<file path="src/rtl/dtv_pkg.sv">
// Package for the date-time text validator: character codes, field indexes,
// range limits and the month length table shared by the parser and the checker.
// No dependencies.
package dtv_pkg;

   localparam int DTV_FIELD_BITS = 16;
   localparam int DTV_NUM_FIELDS = 5;
   localparam int DTV_YEAR_W     = 17;

   // Field slots, in the order they appear in the text
   localparam logic [2:0] DTV_FLD_HOUR   = 3'd0;
   localparam logic [2:0] DTV_FLD_MINUTE = 3'd1;
   localparam logic [2:0] DTV_FLD_DAY    = 3'd2;
   localparam logic [2:0] DTV_FLD_MONTH  = 3'd3;
   localparam logic [2:0] DTV_FLD_YEAR   = 3'd4;

   localparam logic [7:0] DTV_CHAR_NUL   = 8'd0;
   localparam logic [7:0] DTV_CHAR_SPACE = 8'd32;
   localparam logic [7:0] DTV_CHAR_COLON = 8'd58;
   localparam logic [7:0] DTV_CHAR_DOT   = 8'd46;
   localparam logic [7:0] DTV_DIGIT_LOW  = 8'd47;
   localparam logic [7:0] DTV_DIGIT_HIGH = 8'd58;

   localparam int DTV_MAX_HOUR   = 23;
   localparam int DTV_MAX_MINUTE = 59;
   localparam int DTV_MONTHS     = 12;
   localparam int DTV_YEAR_BASE  = 1900;
   localparam int DTV_FEBRUARY   = 2;
   // 400 = 16 * 25 and 100 = 4 * 25: the century tests reduce to divisibility by 25
   localparam int DTV_CENTURY_ODD = 25;

   // Days in a non-leap year's month, month numbered 1..12
   function automatic logic [4:0] dtv_month_days(input logic [3:0] month);
      logic [4:0] days;
      case (month)
         4'd2:    days = 5'd28;
         4'd4:    days = 5'd30;
         4'd6:    days = 5'd30;
         4'd9:    days = 5'd30;
         4'd11:   days = 5'd30;
         default: days = 5'd31;
      endcase
      return days;
   endfunction

   // Multiplicative inverse of an odd number modulo 2^64 (Newton iteration);
   // evaluated at elaboration only
   function automatic logic [63:0] dtv_odd_inverse(input logic [63:0] odd_value);
      logic [63:0] x;
      x = odd_value;
      for (int i = 0; i < 6; i++) begin
         x = x * (64'd2 - odd_value * x);
      end
      return x;
   endfunction

endpackage

</file>
<file path="src/rtl/dtv_req_if.sv">
// Input channel of the date-time text validator: one text byte per transaction.
// No dependencies.
interface dtv_req_if;
   logic       valid;
   logic       ready;
   logic [7:0] text_byte;
   logic       last;

   modport source (output valid, output text_byte, output last, input ready);
   modport sink   (input valid, input text_byte, input last, output ready);
endinterface

</file>
<file path="src/rtl/dtv_rsp_if.sv">
// Result channel of the date-time text validator: one parsed date-time per transaction.
// No dependencies.
interface dtv_rsp_if;
   logic               valid;
   logic               ready;
   logic               valid_res;
   logic [4:0]         hour;
   logic [5:0]         minute;
   logic [4:0]         day_of_month;
   logic [3:0]         month_index;
   logic signed [16:0] years_since_1900;

   modport source (output valid, output valid_res, output hour, output minute,
                   output day_of_month, output month_index, output years_since_1900,
                   input ready);
   modport sink   (input valid, input valid_res, input hour, input minute,
                   input day_of_month, input month_index, input years_since_1900,
                   output ready);
endinterface

</file>
<file path="src/rtl/dtv_parser.sv">
// Byte-wise tokenizer: splits the text into words and fields and accumulates digits.
// Registers one record (five fields plus a syntax flag) on the last byte.
// Depends on dtv_pkg and dtv_req_if.
module dtv_parser #(
   parameter int FIELD_BITS = dtv_pkg::DTV_FIELD_BITS
) (
   input  logic                  clock,
   input  logic                  reset,
   dtv_req_if.sink               req_chan,
   output logic                  rec_valid_ff,
   output logic                  rec_ok_ff,
   output logic [FIELD_BITS-1:0] rec_field_ff [dtv_pkg::DTV_NUM_FIELDS],
   input  logic                  rec_ready
);
   import dtv_pkg::*;

   localparam int WIDE = FIELD_BITS + 4;

   logic [1:0]            word_cnt_ff, word_cnt_in;
   logic [2:0]            tok_cnt_ff, tok_cnt_in;
   logic                  in_tok_ff, in_tok_in;
   logic                  in_word_ff, in_word_in;
   logic [FIELD_BITS-1:0] acc_ff, acc_in;
   logic [FIELD_BITS-1:0] field_ff [DTV_NUM_FIELDS];
   logic [FIELD_BITS-1:0] field_in [DTV_NUM_FIELDS];
   logic                  err_ff, err_in;
   logic                  ended_ff, ended_in;
   logic                  text_ok;

   logic                  accept;
   logic [7:0]            text_byte;
   logic [7:0]            sep_char;
   logic                  is_space;
   logic                  is_sep;
   logic                  digit_char;
   logic [FIELD_BITS-1:0] acc_base;
   logic [WIDE-1:0]       acc_wide;
   logic [2:0]            fidx;

   assign req_chan.ready = !rec_valid_ff || rec_ready;
   assign accept         = req_chan.valid && req_chan.ready;
   assign text_byte      = req_chan.text_byte;

   always_comb begin
      word_cnt_in = word_cnt_ff;
      tok_cnt_in  = tok_cnt_ff;
      in_tok_in   = in_tok_ff;
      in_word_in  = in_word_ff;
      acc_in      = acc_ff;
      field_in    = field_ff;
      err_in      = err_ff;
      ended_in    = ended_ff;
      is_space    = 1'b0;
      is_sep      = 1'b0;
      fidx        = DTV_FLD_HOUR;

      sep_char   = (word_cnt_ff == 2'd0) ? DTV_CHAR_COLON : DTV_CHAR_DOT;
      digit_char = (text_byte > DTV_DIGIT_LOW) && (text_byte < DTV_DIGIT_HIGH);
      acc_base   = in_tok_ff ? acc_ff : '0;
      // acc * 10 + digit; the low nibble of an ASCII digit is its value
      acc_wide = ({4'b0, acc_base} << 3) + ({4'b0, acc_base} << 1)
               + WIDE'(text_byte[3:0]);

      if (!ended_ff) begin
         if (text_byte == DTV_CHAR_NUL) begin
            ended_in = 1'b1;
         end else if (text_byte == DTV_CHAR_SPACE) begin
            is_space = 1'b1;
         end else begin
            in_word_in = 1'b1;
            if (text_byte == sep_char) begin
               is_sep = 1'b1;
            end else begin
               in_tok_in = 1'b1;
               acc_in    = acc_base;
               if (digit_char) begin
                  if (|acc_wide[WIDE-1:FIELD_BITS]) begin
                     acc_in = '1;
                     err_in = 1'b1;
                  end else begin
                     acc_in = acc_wide[FIELD_BITS-1:0];
                  end
               end else begin
                  err_in = 1'b1;
               end
            end
         end
      end

      // Close the open token: a separator, a space or the end of the text
      if (in_tok_in && (is_sep || is_space || req_chan.last)) begin
         in_tok_in = 1'b0;
         if (word_cnt_in == 2'd0 && tok_cnt_in < 3'd2) begin
            fidx = tok_cnt_in;
            field_in[fidx] = acc_in;
         end else if (word_cnt_in == 2'd1 && tok_cnt_in < 3'd3) begin
            fidx = tok_cnt_in + DTV_FLD_DAY;
            field_in[fidx] = acc_in;
         end
         if (tok_cnt_in != 3'd7) begin
            tok_cnt_in = tok_cnt_in + 3'd1;
         end
      end

      // Close the open word and check its token count
      if (in_word_in && (is_space || req_chan.last)) begin
         in_word_in = 1'b0;
         case (word_cnt_in)
            2'd0:    if (tok_cnt_in != 3'd2) err_in = 1'b1;
            2'd1:    if (tok_cnt_in != 3'd3) err_in = 1'b1;
            default: err_in = 1'b1;
         endcase
         if (word_cnt_in != 2'd3) begin
            word_cnt_in = word_cnt_in + 2'd1;
         end
         tok_cnt_in = 3'd0;
      end

      text_ok = !err_in && (word_cnt_in == 2'd2);
   end

   always_ff @(posedge clock) begin
      if (reset) begin
         word_cnt_ff  <= 2'd0;
         tok_cnt_ff   <= 3'd0;
         in_tok_ff    <= 1'b0;
         in_word_ff   <= 1'b0;
         acc_ff       <= '0;
         err_ff       <= 1'b0;
         ended_ff     <= 1'b0;
         rec_valid_ff <= 1'b0;
         for (int i = 0; i < DTV_NUM_FIELDS; i++) begin
            field_ff[i] <= '0;
         end
      end else begin
         if (accept && req_chan.last) begin
            rec_valid_ff <= 1'b1;
         end else if (rec_ready) begin
            rec_valid_ff <= 1'b0;
         end
         if (accept) begin
            if (req_chan.last) begin
               // end of text: hand the record on and start the next text clean
               word_cnt_ff  <= 2'd0;
               tok_cnt_ff   <= 3'd0;
               in_tok_ff    <= 1'b0;
               in_word_ff   <= 1'b0;
               acc_ff       <= '0;
               err_ff       <= 1'b0;
               ended_ff     <= 1'b0;
               for (int i = 0; i < DTV_NUM_FIELDS; i++) begin
                  field_ff[i] <= '0;
               end
            end else begin
               word_cnt_ff <= word_cnt_in;
               tok_cnt_ff  <= tok_cnt_in;
               in_tok_ff   <= in_tok_in;
               in_word_ff  <= in_word_in;
               acc_ff      <= acc_in;
               err_ff      <= err_in;
               ended_ff    <= ended_in;
               field_ff    <= field_in;
            end
         end
      end
   end

   always_ff @(posedge clock) begin
      if (accept && req_chan.last) begin
         rec_ok_ff    <= text_ok;
         rec_field_ff <= field_in;
      end
   end

endmodule

</file>
<file path="src/rtl/dtv_check.sv">
// Range checker: validates hour, minute, month and day (with Gregorian leap years)
// and registers the result transaction. Depends on dtv_pkg and dtv_rsp_if.
module dtv_check #(
   parameter int FIELD_BITS = dtv_pkg::DTV_FIELD_BITS
) (
   input  logic                  clock,
   input  logic                  reset,
   input  logic                  rec_valid,
   input  logic                  rec_ok,
   input  logic [FIELD_BITS-1:0] rec_field [dtv_pkg::DTV_NUM_FIELDS],
   output logic                  rec_ready,
   dtv_rsp_if.source             rsp_chan
);
   import dtv_pkg::*;

   localparam int          YW       = (FIELD_BITS > DTV_YEAR_W) ? FIELD_BITS : DTV_YEAR_W;
   localparam logic [63:0] FMAX     = (64'd1 << FIELD_BITS) - 64'd1;
   localparam logic [FIELD_BITS-1:0] INV25 =
      FIELD_BITS'(dtv_odd_inverse(64'(DTV_CENTURY_ODD)));
   localparam logic [FIELD_BITS-1:0] LIM25 = FIELD_BITS'(FMAX / 64'(DTV_CENTURY_ODD));

   logic [FIELD_BITS-1:0] hour, minute, day, month, year;
   logic [FIELD_BITS-1:0] year_mul;
   logic                  div25, leap;
   logic [4:0]            days;
   logic                  month_ok, all_ok;
   logic [YW-1:0]         year_off;

   logic                  out_valid_ff;
   logic                  valid_res_ff;
   logic [4:0]            hour_ff;
   logic [5:0]            minute_ff;
   logic [4:0]            day_ff;
   logic [3:0]            month_ff;
   logic [16:0]           year_ff;

   assign hour   = rec_field[DTV_FLD_HOUR];
   assign minute = rec_field[DTV_FLD_MINUTE];
   assign day    = rec_field[DTV_FLD_DAY];
   assign month  = rec_field[DTV_FLD_MONTH];
   assign year   = rec_field[DTV_FLD_YEAR];

   // Divisible by 25 exactly when year * inverse(25) mod 2^N stays at or below (2^N-1)/25
   assign year_mul = year * INV25;
   assign div25    = (year_mul <= LIM25);
   assign leap     = (year[1:0] == 2'd0) && (!div25 || year[3:0] == 4'd0);

   assign month_ok = (month >= FIELD_BITS'(1)) && (month <= FIELD_BITS'(DTV_MONTHS));
   always_comb begin
      days = dtv_month_days(month[3:0]);
      if (month == FIELD_BITS'(DTV_FEBRUARY) && leap) begin
         days = days + 5'd1;
      end
   end

   assign all_ok = rec_ok
                && (hour <= FIELD_BITS'(DTV_MAX_HOUR))
                && (minute <= FIELD_BITS'(DTV_MAX_MINUTE))
                && month_ok
                && (day >= FIELD_BITS'(1))
                && (day <= FIELD_BITS'(days));

   assign year_off = YW'(year) - YW'(DTV_YEAR_BASE);

   assign rec_ready = !out_valid_ff || rsp_chan.ready;

   always_ff @(posedge clock) begin
      if (reset) begin
         out_valid_ff <= 1'b0;
      end else if (rec_ready) begin
         out_valid_ff <= rec_valid;
      end
   end

   always_ff @(posedge clock) begin
      if (rec_valid && rec_ready) begin
         valid_res_ff <= all_ok;
         if (all_ok) begin
            hour_ff   <= hour[4:0];
            minute_ff <= minute[5:0];
            day_ff    <= day[4:0];
            month_ff  <= month[3:0] - 4'd1;
            year_ff   <= year_off[16:0];
         end else begin
            hour_ff   <= '0;
            minute_ff <= '0;
            day_ff    <= '0;
            month_ff  <= '0;
            year_ff   <= '0;
         end
      end
   end

   assign rsp_chan.valid            = out_valid_ff;
   assign rsp_chan.valid_res        = valid_res_ff;
   assign rsp_chan.hour             = hour_ff;
   assign rsp_chan.minute           = minute_ff;
   assign rsp_chan.day_of_month     = day_ff;
   assign rsp_chan.month_index      = month_ff;
   assign rsp_chan.years_since_1900 = $signed(year_ff);

endmodule

</file>
<file path="src/rtl/datetime_text_validator_core.sv">
// Date-time text validator, top level.
// Input (req_chan): one byte of "HH:MM DD.MM.YYYY" per transaction, with last
// marking the final byte. A zero byte ends the text early; the following bytes
// up to the one marked last are ignored.
// Output (rsp_chan): one transaction per text, carrying valid_res and the parsed
// hour, minute, day, month index and year offset from 1900 (all zero if invalid).
// Throughput: one byte per cycle while req_chan.ready is high (it drops under
// rsp_chan back-pressure); the tokenizer state updates in the cycle a byte is
// accepted, and the range checks take one more register stage.
// Result path: the edge that accepts the last byte loads the record register,
// which moves into the result register driving rsp_chan once that one is free.
// Stalls: the result register holds while rsp_chan.ready is low; one more record
// can wait behind it, and req_chan.ready drops only when both are full.
// Reset (synchronous, active high): clears the tokenizer and both valid flags;
// the next byte starts a new text.
// Depends on dtv_pkg, dtv_req_if, dtv_rsp_if, dtv_parser and dtv_check.
module datetime_text_validator_core #(
   parameter int FIELD_BITS = dtv_pkg::DTV_FIELD_BITS
) (
   input  logic       clock,
   input  logic       reset,
   dtv_req_if.sink    req_chan,
   dtv_rsp_if.source  rsp_chan
);
   import dtv_pkg::*;

   logic                  rec_valid;
   logic                  rec_ok;
   logic                  rec_ready;
   logic [FIELD_BITS-1:0] rec_field [DTV_NUM_FIELDS];

   dtv_parser #(
      .FIELD_BITS (FIELD_BITS)
   ) u_parser (
      .clock        (clock),
      .reset        (reset),
      .req_chan     (req_chan),
      .rec_valid_ff (rec_valid),
      .rec_ok_ff    (rec_ok),
      .rec_field_ff (rec_field),
      .rec_ready    (rec_ready)
   );

   dtv_check #(
      .FIELD_BITS (FIELD_BITS)
   ) u_check (
      .clock     (clock),
      .reset     (reset),
      .rec_valid (rec_valid),
      .rec_ok    (rec_ok),
      .rec_field (rec_field),
      .rec_ready (rec_ready),
      .rsp_chan  (rsp_chan)
   );

endmodule

</file>
<file path="src/flat_wrapper.sv">
// flat-port wrapper written by rule: the top's interface ports become plain ports
module datetime_text_validator_core_flat import dtv_pkg::*;
#(
   parameter int FIELD_BITS = dtv_pkg::DTV_FIELD_BITS
)
  (clock, reset, req_chan_valid, req_chan_text_byte, req_chan_last, req_chan_ready, rsp_chan_valid, rsp_chan_valid_res, rsp_chan_hour, rsp_chan_minute, rsp_chan_day_of_month, rsp_chan_month_index, rsp_chan_years_since_1900, rsp_chan_ready);
  dtv_req_if req_chan_i ();
  dtv_rsp_if rsp_chan_i ();
  input  logic clock;
  input  logic reset;
  input wire logic [$bits(req_chan_i.valid)-1:0] req_chan_valid;
  input wire logic [$bits(req_chan_i.text_byte)-1:0] req_chan_text_byte;
  input wire logic [$bits(req_chan_i.last)-1:0] req_chan_last;
  output wire logic [$bits(req_chan_i.ready)-1:0] req_chan_ready;
  output wire logic [$bits(rsp_chan_i.valid)-1:0] rsp_chan_valid;
  output wire logic [$bits(rsp_chan_i.valid_res)-1:0] rsp_chan_valid_res;
  output wire logic [$bits(rsp_chan_i.hour)-1:0] rsp_chan_hour;
  output wire logic [$bits(rsp_chan_i.minute)-1:0] rsp_chan_minute;
  output wire logic [$bits(rsp_chan_i.day_of_month)-1:0] rsp_chan_day_of_month;
  output wire logic [$bits(rsp_chan_i.month_index)-1:0] rsp_chan_month_index;
  output wire logic [$bits(rsp_chan_i.years_since_1900)-1:0] rsp_chan_years_since_1900;
  input wire logic [$bits(rsp_chan_i.ready)-1:0] rsp_chan_ready;
  assign req_chan_i.valid = req_chan_valid;
  assign req_chan_i.text_byte = req_chan_text_byte;
  assign req_chan_i.last = req_chan_last;
  assign req_chan_ready = req_chan_i.ready;
  assign rsp_chan_valid = rsp_chan_i.valid;
  assign rsp_chan_valid_res = rsp_chan_i.valid_res;
  assign rsp_chan_hour = rsp_chan_i.hour;
  assign rsp_chan_minute = rsp_chan_i.minute;
  assign rsp_chan_day_of_month = rsp_chan_i.day_of_month;
  assign rsp_chan_month_index = rsp_chan_i.month_index;
  assign rsp_chan_years_since_1900 = rsp_chan_i.years_since_1900;
  assign rsp_chan_i.ready = rsp_chan_ready;
  datetime_text_validator_core #(.FIELD_BITS(FIELD_BITS)) u_core (.clock(clock), .reset(reset), .req_chan(req_chan_i), .rsp_chan(rsp_chan_i));
endmodule
</file>
<file path="config.mk">
export PLATFORM = sky130hd
export DESIGN_NAME = datetime_text_validator_core_flat
export DESIGN_NICKNAME = d
export VERILOG_FILES = /design/src/rtl/dtv_pkg.sv /design/src/rtl/dtv_req_if.sv /design/src/rtl/dtv_rsp_if.sv /design/src/rtl/dtv_parser.sv /design/src/rtl/dtv_check.sv /design/src/rtl/datetime_text_validator_core.sv /design/src/flat_wrapper.sv
export SDC_FILE = /design/constraint.sdc
export NUM_CORES = 1
export LEC_CHECK = 0
export ABC_CLOCK_PERIOD_IN_PS = 12030
export BUFFER_PORTS_ARGS = -buffer_cell sky130_fd_sc_hd__buf_2
export CAP_MARGIN = 20
export CORE_MARGIN = 10
export CORE_UTILIZATION = 55
export DETAILED_ROUTE_END_ITERATION = 6
export GPL_ROUTABILITY_DRIVEN = 0
export PLACE_DENSITY = 0.7
export SLEW_MARGIN = 20
export SYNTH_ARGS = -nofsm -noshare
export SYNTH_HDL_FRONTEND = slang
export SYNTH_SLANG_ARGS = --single-unit
</file>
<file path="constraint.sdc">
create_clock -name clock -period 12.03 [get_ports clock]
set_input_delay 0.6015 -clock clock [delete_from_list [all_inputs] [get_ports clock]]
set_output_delay 0.6015 -clock clock [all_outputs]
set_load 0.03 [all_outputs]
</file>
# [Yosys cells after proc, flatten, opt, wreduce, memory -nomap -nowiden]
# Cells that the tools add are included.
[totals] register_bits=226 output_inout_bits=40 ram_bits=0 elab_cells=164 mem_bits_ro=0 latch_bits=0 in_bits=13 mem_count=0
[classes] eq_ne=14 order_cmp=15 muxes=62 n_mul=1 div_mod_pow=0 n_addsub=8 n_bitwise=2 n_reduce_logical=36 shifts=0
[ops] cell="two-way mux 80 bit" n=4
[ops] cell="bitwise mux 80 bit" n=2
[ops] cell="two-way mux 16 bit" n=10
[ops] cell="demux 16 bit (select 3 bit)" n=2
[ops] cell="two-way mux 1 bit" n=33
[ops] cell=">= comparator 16 x 1 -> 1 bit, second input constant" n=2
[ops] cell="adder 19 x 17 -> 20 bit" n=1
[ops] cell="adder 20 x 4 -> 20 bit" n=1
[ops] cell="logical AND 1 bit" n=19
[ops] cell="subtractor 16 x 11 -> 17 bit, second input constant" n=1
[ops] cell="== test 16 x 2 -> 1 bit, second input constant" n=1
[ops] cell="less-or-equal comparator 16 x 12 -> 1 bit, second input constant" n=1
[ops] cell="less-or-equal comparator 16 x 4 -> 1 bit, second input constant" n=1
[ops] cell="less-or-equal comparator 16 x 5 -> 1 bit" n=1
[ops] cell="less-or-equal comparator 16 x 5 -> 1 bit, second input constant" n=1
[ops] cell="less-or-equal comparator 16 x 6 -> 1 bit, second input constant" n=1
[ops] cell="multiplier 16 x 15 -> 16 bit, second input constant" n=1
[ops] cell="two-way mux 3 bit" n=4
[ops] cell="two-way mux 5 bit" n=2
[ops] cell="== test 4 x 3 -> 1 bit, second input constant" n=2
[ops] cell="== test 4 bit, second input constant" n=2
[ops] cell="== test 8 x 6 -> 1 bit" n=1
[ops] cell="== test 8 x 6 -> 1 bit, second input constant" n=1
[ops] cell=">= comparator 4 bit, second input constant" n=2
[ops] cell="other kinds (26)" n=42

# [Depth between registers and ports, before layout]
[depth] ltp_word=17 depth_mapped=30 mapped_depth_nobuf=29

# [Hierarchy]
# Synthesis repeated with hierarchy kept, for this count alone.
[hier_totals] cells_unflattened=1268 hier_area_um2=12690.9
[by_module_without_submodules] mod="dtv_parser" instances=1 cells_per_inst=920 area_per_inst_um2=8846.0 seq_area_each_um2=4554.4
[by_module_without_submodules] mod="dtv_check" instances=1 cells_per_inst=348 area_per_inst_um2=3844.9 seq_area_each_um2=1161.1

# [Worst setup path before layout]
# Ideal clock, no wire load.
[synth_timing] path_kind="reg2reg" startpoint="reg u_core.u_parser.rec_field_ff[4] (netlist bit)" endpoint="reg u_core.u_check.day_ff[3] (netlist: u_core.u_check.rsp_chan.day_of_month[3]), data pin" required_ns=11.899 stages_incl_launch_ff=30 path_buffers=1 setup_time_ns=0.131 setup_slack_ns=6.108 arrival_ns=5.790 cell_sequence="edfxtp_1 > inv_1 > ha_1 > inv_1 > ha_1 > inv_1 > fa_1 > fa_1 > inv_1 > fa_1 > ha_1 > xnor2_1 > xnor2_1 > xnor2_1 > xnor2_1 > xnor2_1 > nand2_1 > o22ai_1 > a311oi_1 > ha_1 > ha_1 > o21a_1 > o21ai_0 > nand2b_1 > a21oi_1 > a31oi_1 > or3_1 > inv_1 > clkbuf_1 > and2_1"
[synth_via] elab_chain_len=9
[synth_lines] element="start, declared" line="dtv_parser.sv:12" rtl="output logic [FIELD_BITS-1:0] rec_field_ff [dtv_pkg::DTV_NUM_FIELDS],"
[synth_lines] element="start signal, assigned" line="dtv_parser.sv:171" rtl="rec_field_ff <= field_in;"
[synth_lines] element="multiplier 16 x 15 -> 16 bit" line="dtv_check.sv:44" rtl="assign year_mul = year * INV25;"
[synth_lines] element="less-or-equal comparator 16 x 12 -> 1 bit" line="dtv_check.sv:45" rtl="assign div25 = (year_mul <= LIM25);"
[synth_lines] element="zero test 1 bit" line="dtv_check.sv:46" rtl="assign leap = (year[1:0] == 2'd0) && (!div25 || year[3:0] == 4'd0);"
[synth_lines] element="logical OR 1 bit" line="dtv_check.sv:46"
[synth_lines] element="logical AND 1 bit" line="dtv_check.sv:46"
[synth_lines] element="logical AND 1 bit" line="dtv_check.sv:51" rtl="if (month == FIELD_BITS'(DTV_FEBRUARY) && leap) begin"
[synth_lines] element="two-way mux 5 bit" line="dtv_check.sv:51"
[synth_lines] element="less-or-equal comparator 16 x 5 -> 1 bit" line="dtv_check.sv:61" rtl="&& (day <= FIELD_BITS'(days));"
[synth_lines] element="logical AND 1 bit" line="dtv_check.sv:61"
[synth_lines] element="named net u_core.u_check.all_ok" line="dtv_check.sv:26" rtl="logic month_ok, all_ok;"
[synth_lines] element="end signal, assigned" line="dtv_check.sv:81" rtl="day_ff <= day[4:0];"
[synth_lines] element="end, declared" line="dtv_check.sv:33" rtl="logic [4:0] day_ff;"
# The timed path passes the listed nets, and every way through them passes these cells.
# A chain may end at the register's enable or synchronous reset.

# [Worst setup path after layout]
[layout_timing] startpoint="reg u_core.u_parser.rec_field_ff[4] (netlist bit)" endpoint="reg u_core.u_check.hour_ff[2] (netlist: u_core.u_check.rsp_chan.hour[2]), data pin"
[layout_via] elab_chain_len=9
[layout_lines] element="multiplier 16 x 15 -> 16 bit" line="dtv_check.sv:44"
[layout_lines] element="less-or-equal comparator 16 x 12 -> 1 bit" line="dtv_check.sv:45"
[layout_lines] element="zero test 1 bit" line="dtv_check.sv:46"
[layout_lines] element="logical OR 1 bit" line="dtv_check.sv:46"
[layout_lines] element="logical AND 1 bit" line="dtv_check.sv:46"
[layout_lines] element="logical AND 1 bit" line="dtv_check.sv:51"
[layout_lines] element="two-way mux 5 bit" line="dtv_check.sv:51"
[layout_lines] element="less-or-equal comparator 16 x 5 -> 1 bit" line="dtv_check.sv:61"
[layout_lines] element="logical AND 1 bit" line="dtv_check.sv:61"
[layout_lines] element="end signal, assigned" line="dtv_check.sv:79" rtl="hour_ff <= hour[4:0];"
[layout_lines] element="end, declared" line="dtv_check.sv:31" rtl="logic [4:0] hour_ff;"
# No other way between the ends.

==> insert_results.sql <==
INSERT INTO impl_metrics (metric_group, metric, value, unit) VALUES
('min_path', 'hold_start', 'req_chan_text_byte[0]', ''),
('clocking', 'clkSinkCount', '226', ''),
('pwr', 'pwr-share-comb', '13.1', '%'),
('floorplan', 'fp.dieW', '171', 'µm'),
('timing', 'top_achievable_clock_speed', '143', 'MHz'),
('clocking', 'cts-buffers-inserted', '23', ''),
('finish', 'area_delta_synth_final', '11.2', '%'),
('finish', 'num-fill-cells', '1811', ''),
('timing', 'tightest_slew', '1140', 'ps'),
('placement', 'post_detail_place_hpwl', '20900', 'µm'),
('timing', 'total_setup_violations_reported_at_the_end_of_the_flow', '0', ''),
('pwr', 'power.density', '132', 'mW/mm²'),
('pwr', 'internal_power', '1.38', 'mW'),
('detailed_routing', 'detailedRoute.firstIterationViolations', '689', ''),
('critical_path', 'critical-path-slowest-cell', 'fa_1', ''),
('floorplan', 'rows', '55', ''),
('finish', 'layout.cells.most_common', 'edfxtp_1', ''),
('timing', 'layout_min_cycle_time', '6980', 'ps'),
('floorplan', 'boundaryPins', '53', ''),
('finish', 'final_core_util', '61.7', '%'),
('timing', 'timing.final.max_slew_violations', '0', ''),
('clocking', 'cts_post_setup_buffers_inserted', '0', ''),
('clocking', 'clk_pin_slew', '70', 'ps'),
('global_routing', 'grt-ovfl-total', '0', ''),
('detailed_routing', 'drt.antenna.violating_nets', '0', ''),
('pwr', 'seq_power_share', '45.5', '%'),
('detailed_routing', 'drcViolationCount', '0', ''),
('finish', 'regArea', '0.00572', 'mm²'),
('clocking', 'hold_buffer_count_at_cts', '0', ''),
('timing', 'max-slew-margin-rel', '23.7', '%'),
('clocking', 'cts_max_level', '1', ''),
('critical_path', 'criticalPathCategory', 'flip-flop to flip-flop', ''),
('timing', 'setup_total_negative_slack', '0', 'ps'),
('clocking', 'tritoncts', 'done', ''),
('logic_synthesis', 'synth_nets', '1251', ''),
('clocking', 'clk_latency', '530', 'ps'),
('logic_synthesis', 'synth_seq_area_share', '45.8', '%'),
('logic_synthesis', 'synth_area', '0.0125', 'mm²'),
('critical_path', 'max_stage_delay', '550', 'ps'),
('pwr', 'peakVddDrop', '87.9', 'µV'),
('critical_path', 'reg2reg_depth', '29', ''),
('finish', 'antennaDiodeCount', '0', ''),
('pwr', 'power.switching_fraction', '25.0', '%'),
('logic_synthesis', 'yosysUniqueCellTypes', '71', ''),
('clocking', 'clockBufferDepth', '3', ''),
('pwr', 'power_leakage', '5.88', 'nW'),
('finish', 'area_of_combinational_cells_with_multiple_inputs', '0.00641', 'mm²'),
('timing', 'grt_setup_unrepaired', 'false', ''),
('clocking', 'cts_root_buf', 'clkbuf_16', ''),
('logic_synthesis', 'yosys_warnings', '0', ''),
('critical_path', 'reg2reg_to', 'u_core.u_check.rsp_chan.hour[2]', ''),
('finish', 'layout_common_cells', '119 x edfxtp_1, 107 x ha_1, 107 x dfxtp_1', ''),
('placement', 'io_buffer_count', '52', ''),
('finish', 'drive_above_1_share', '17.5', '%'),
('min_path', 'worst_hold_path.endpoint', 'u_core.u_parser.acc_ff[0]', ''),
('global_routing', 'pin_count_of_the_biggest_net_entering_global_routing', '77', ''),
('critical_path', 'critical_path_arrival', '7250', 'ps'),
('status', 'run_status', 'completed', ''),
('global_routing', 'number_of_global_route_vias_before_repair', '8561', ''),
('detailed_routing', 'route.final.wire_length', '29200', 'µm'),
('logic_synthesis', 'postSynthCellCount', '1111', ''),
('logic_synthesis', 'ys_dominant_reg_cell', 'edfxtp_1', ''),
('timing', 'final_setup_skew', '15.5', 'ps'),
('pwr', 'power.share.clock', '41.5', '%'),
('clocking', 'post_cts.resized_instances', '0', ''),
('floorplan', 'starting_density_of_the_core', '55.5', '%'),
('floorplan', 'dieArea', '0.0291', 'mm²'),
('logic_synthesis', 'netlist_top_cells_area', 'edfxtp_1 29%, dfxtp_1 17%, ha_1 11%, mux2_2 6.8%, a22o_1 4.2%', ''),
('logic_synthesis', 'synth-seq-cells', '226', ''),
('detailed_routing', 'route.vias.total', '8694', ''),
('floorplan', 'y_dimension_of_the_die', '171', 'µm');
registers in the layout (all words and copies together), names as in the netlist:
| signal | count |
|---|---|
| u_core.u_check.rsp_chan.years_since_1900 | 17 |
| u_core.u_check.rsp_chan.minute | 6 |
| u_core.u_check.rsp_chan.day_of_month | 5 |
| u_core.u_parser.in_word_ff | 1 |
| u_core.u_parser.acc_ff | 16 |
| u_core.u_parser.rec_field_ff | 80 |
| u_core.u_check.rsp_chan.valid_res | 1 |
| u_core.u_parser.ended_ff | 1 |
| u_core.u_parser.err_ff | 1 |
| u_core.u_parser.rec_valid_ff | 1 |
| u_core.u_parser.word_cnt_ff | 2 |
| u_core.u_check.rsp_chan.valid | 1 |
| u_core.u_check.rsp_chan.hour | 5 |
| u_core.u_parser.rec_ok_ff | 1 |
| u_core.u_parser.field_ff | 80 |
| u_core.u_check.rsp_chan.month_index | 4 |
| u_core.u_parser.in_tok_ff | 1 |
| u_core.u_parser.tok_cnt_ff | 3 |
cell usage after synthesis, types with 4 or more instances:
cell       count
xor2_1        14
a22o_1        60
nor4_1        14
a21o_1        17
nor2_1        66
nand2b_1       7
o21ai_0       47
xnor2_1       30
fa_1          20
and2_1        36
o21a_1        24
ha_1         107
edfxtp_1     119
mux2i_1        7
a21oi_1       31
inv_1         60
mux2_2        75
a2111oi_2      5
nor2b_1       14
dfxtp_1      107
nor3b_1        4
a31oi_1        6
nand3_1       15
o21ai_1        5
nor3_1        13
nand4_1        6
clkbuf_1      23
nor4b_1        4
a211oi_1       8
and3_1         8
buf_2         12
nand2_1       80
o2bb2ai_1      5
metal layers:
layer	routed length (µm)	global-route usage (%)
met5	0	0
met2	13700	33.3
met4	723	5.38
met3	1930	2.67
met1	12900	26.5
logic make-up after synthesis:
kind of cell,Yosys count,synth area share (%)
xor gates and xnor gates,44,3.09
adders and majority gates,127,13.9
muxes,82,7.33
AOI/OAI and AO/OA,251,15.2
DFF,226,45.8
and+or+nand+nor,285,11.5
buffers and inverters,96,3.07
power groups by stage:
stage	Combinational (mW)	Clock (mW)	Sequential [mW]
2_1_floorplan	0.178	0	0.855
3_3_place_gp	0.233	0	0.850
3_5_place_dp	0.237	0	0.850
4_1_cts	0.240	0.772	0.833
5_1_grt	0.272	0.799	0.835
6_report	0.240	0.760	0.833
worst max-delay path, delay by kind of cell, from the launching register on:
family                     cells  cell delay [ps]
and+or+nand+nor                5             1070
AOI/OAI and AO/OA              6              860
adders and majority gates      8             2780
DFF                            1              520
xor gates and xnor gates       5              800
buffers and inverters          5              680
worst max path at each step:
stage / startpoint / endpoint / depth (start not counted)
2_1_floorplan: u_core.u_parser.rec_field_ff[4] / u_core.u_check.rsp_chan.day_of_month[3] / 29
3_3_place_gp: u_core.u_parser.rec_field_ff[4] / u_core.u_check.rsp_chan.minute[4] / 29
3_5_place_dp: u_core.u_parser.rec_field_ff[4] / u_core.u_check.rsp_chan.hour[2] / 29
4_1_cts: u_core.u_parser.rec_field_ff[4] / u_core.u_check.rsp_chan.hour[0] / 29
5_1_grt: u_core.u_parser.rec_field_ff[4] / u_core.u_check.rsp_chan.day_of_month[1] / 29
6_report: u_core.u_parser.rec_field_ff[4] / u_core.u_check.rsp_chan.hour[2] / 29
per-stage QoR:
step	total power, mW	setup WS (ps)	cell area (µm²)	std cells	hold slack [ps]
final	1.83	5050	13900	1463	398
after global routing	1.91	4540	13900	1463	401
after CTS	1.85	5010	13800	1462	382
after detailed placement	1.09	5070	13000	1420	440
after global placement	1.08	5300	13000	1420	431
after floorplan	1.03	6110	12500	1111	420
final cells by class:
type                            count  share of cell area (%)
Multi-Input combinational cell    789                    46.2
Sequential cell                   226                    41.2
Clock buffer                       31                    5.03
Tap cell                          285                    2.57
Timing Repair Buffer               61                    2.45
Inverter                           60                    1.63
Clock inverter                     11                   0.893
Note: power is estimated with default switching activity, not from simulation.
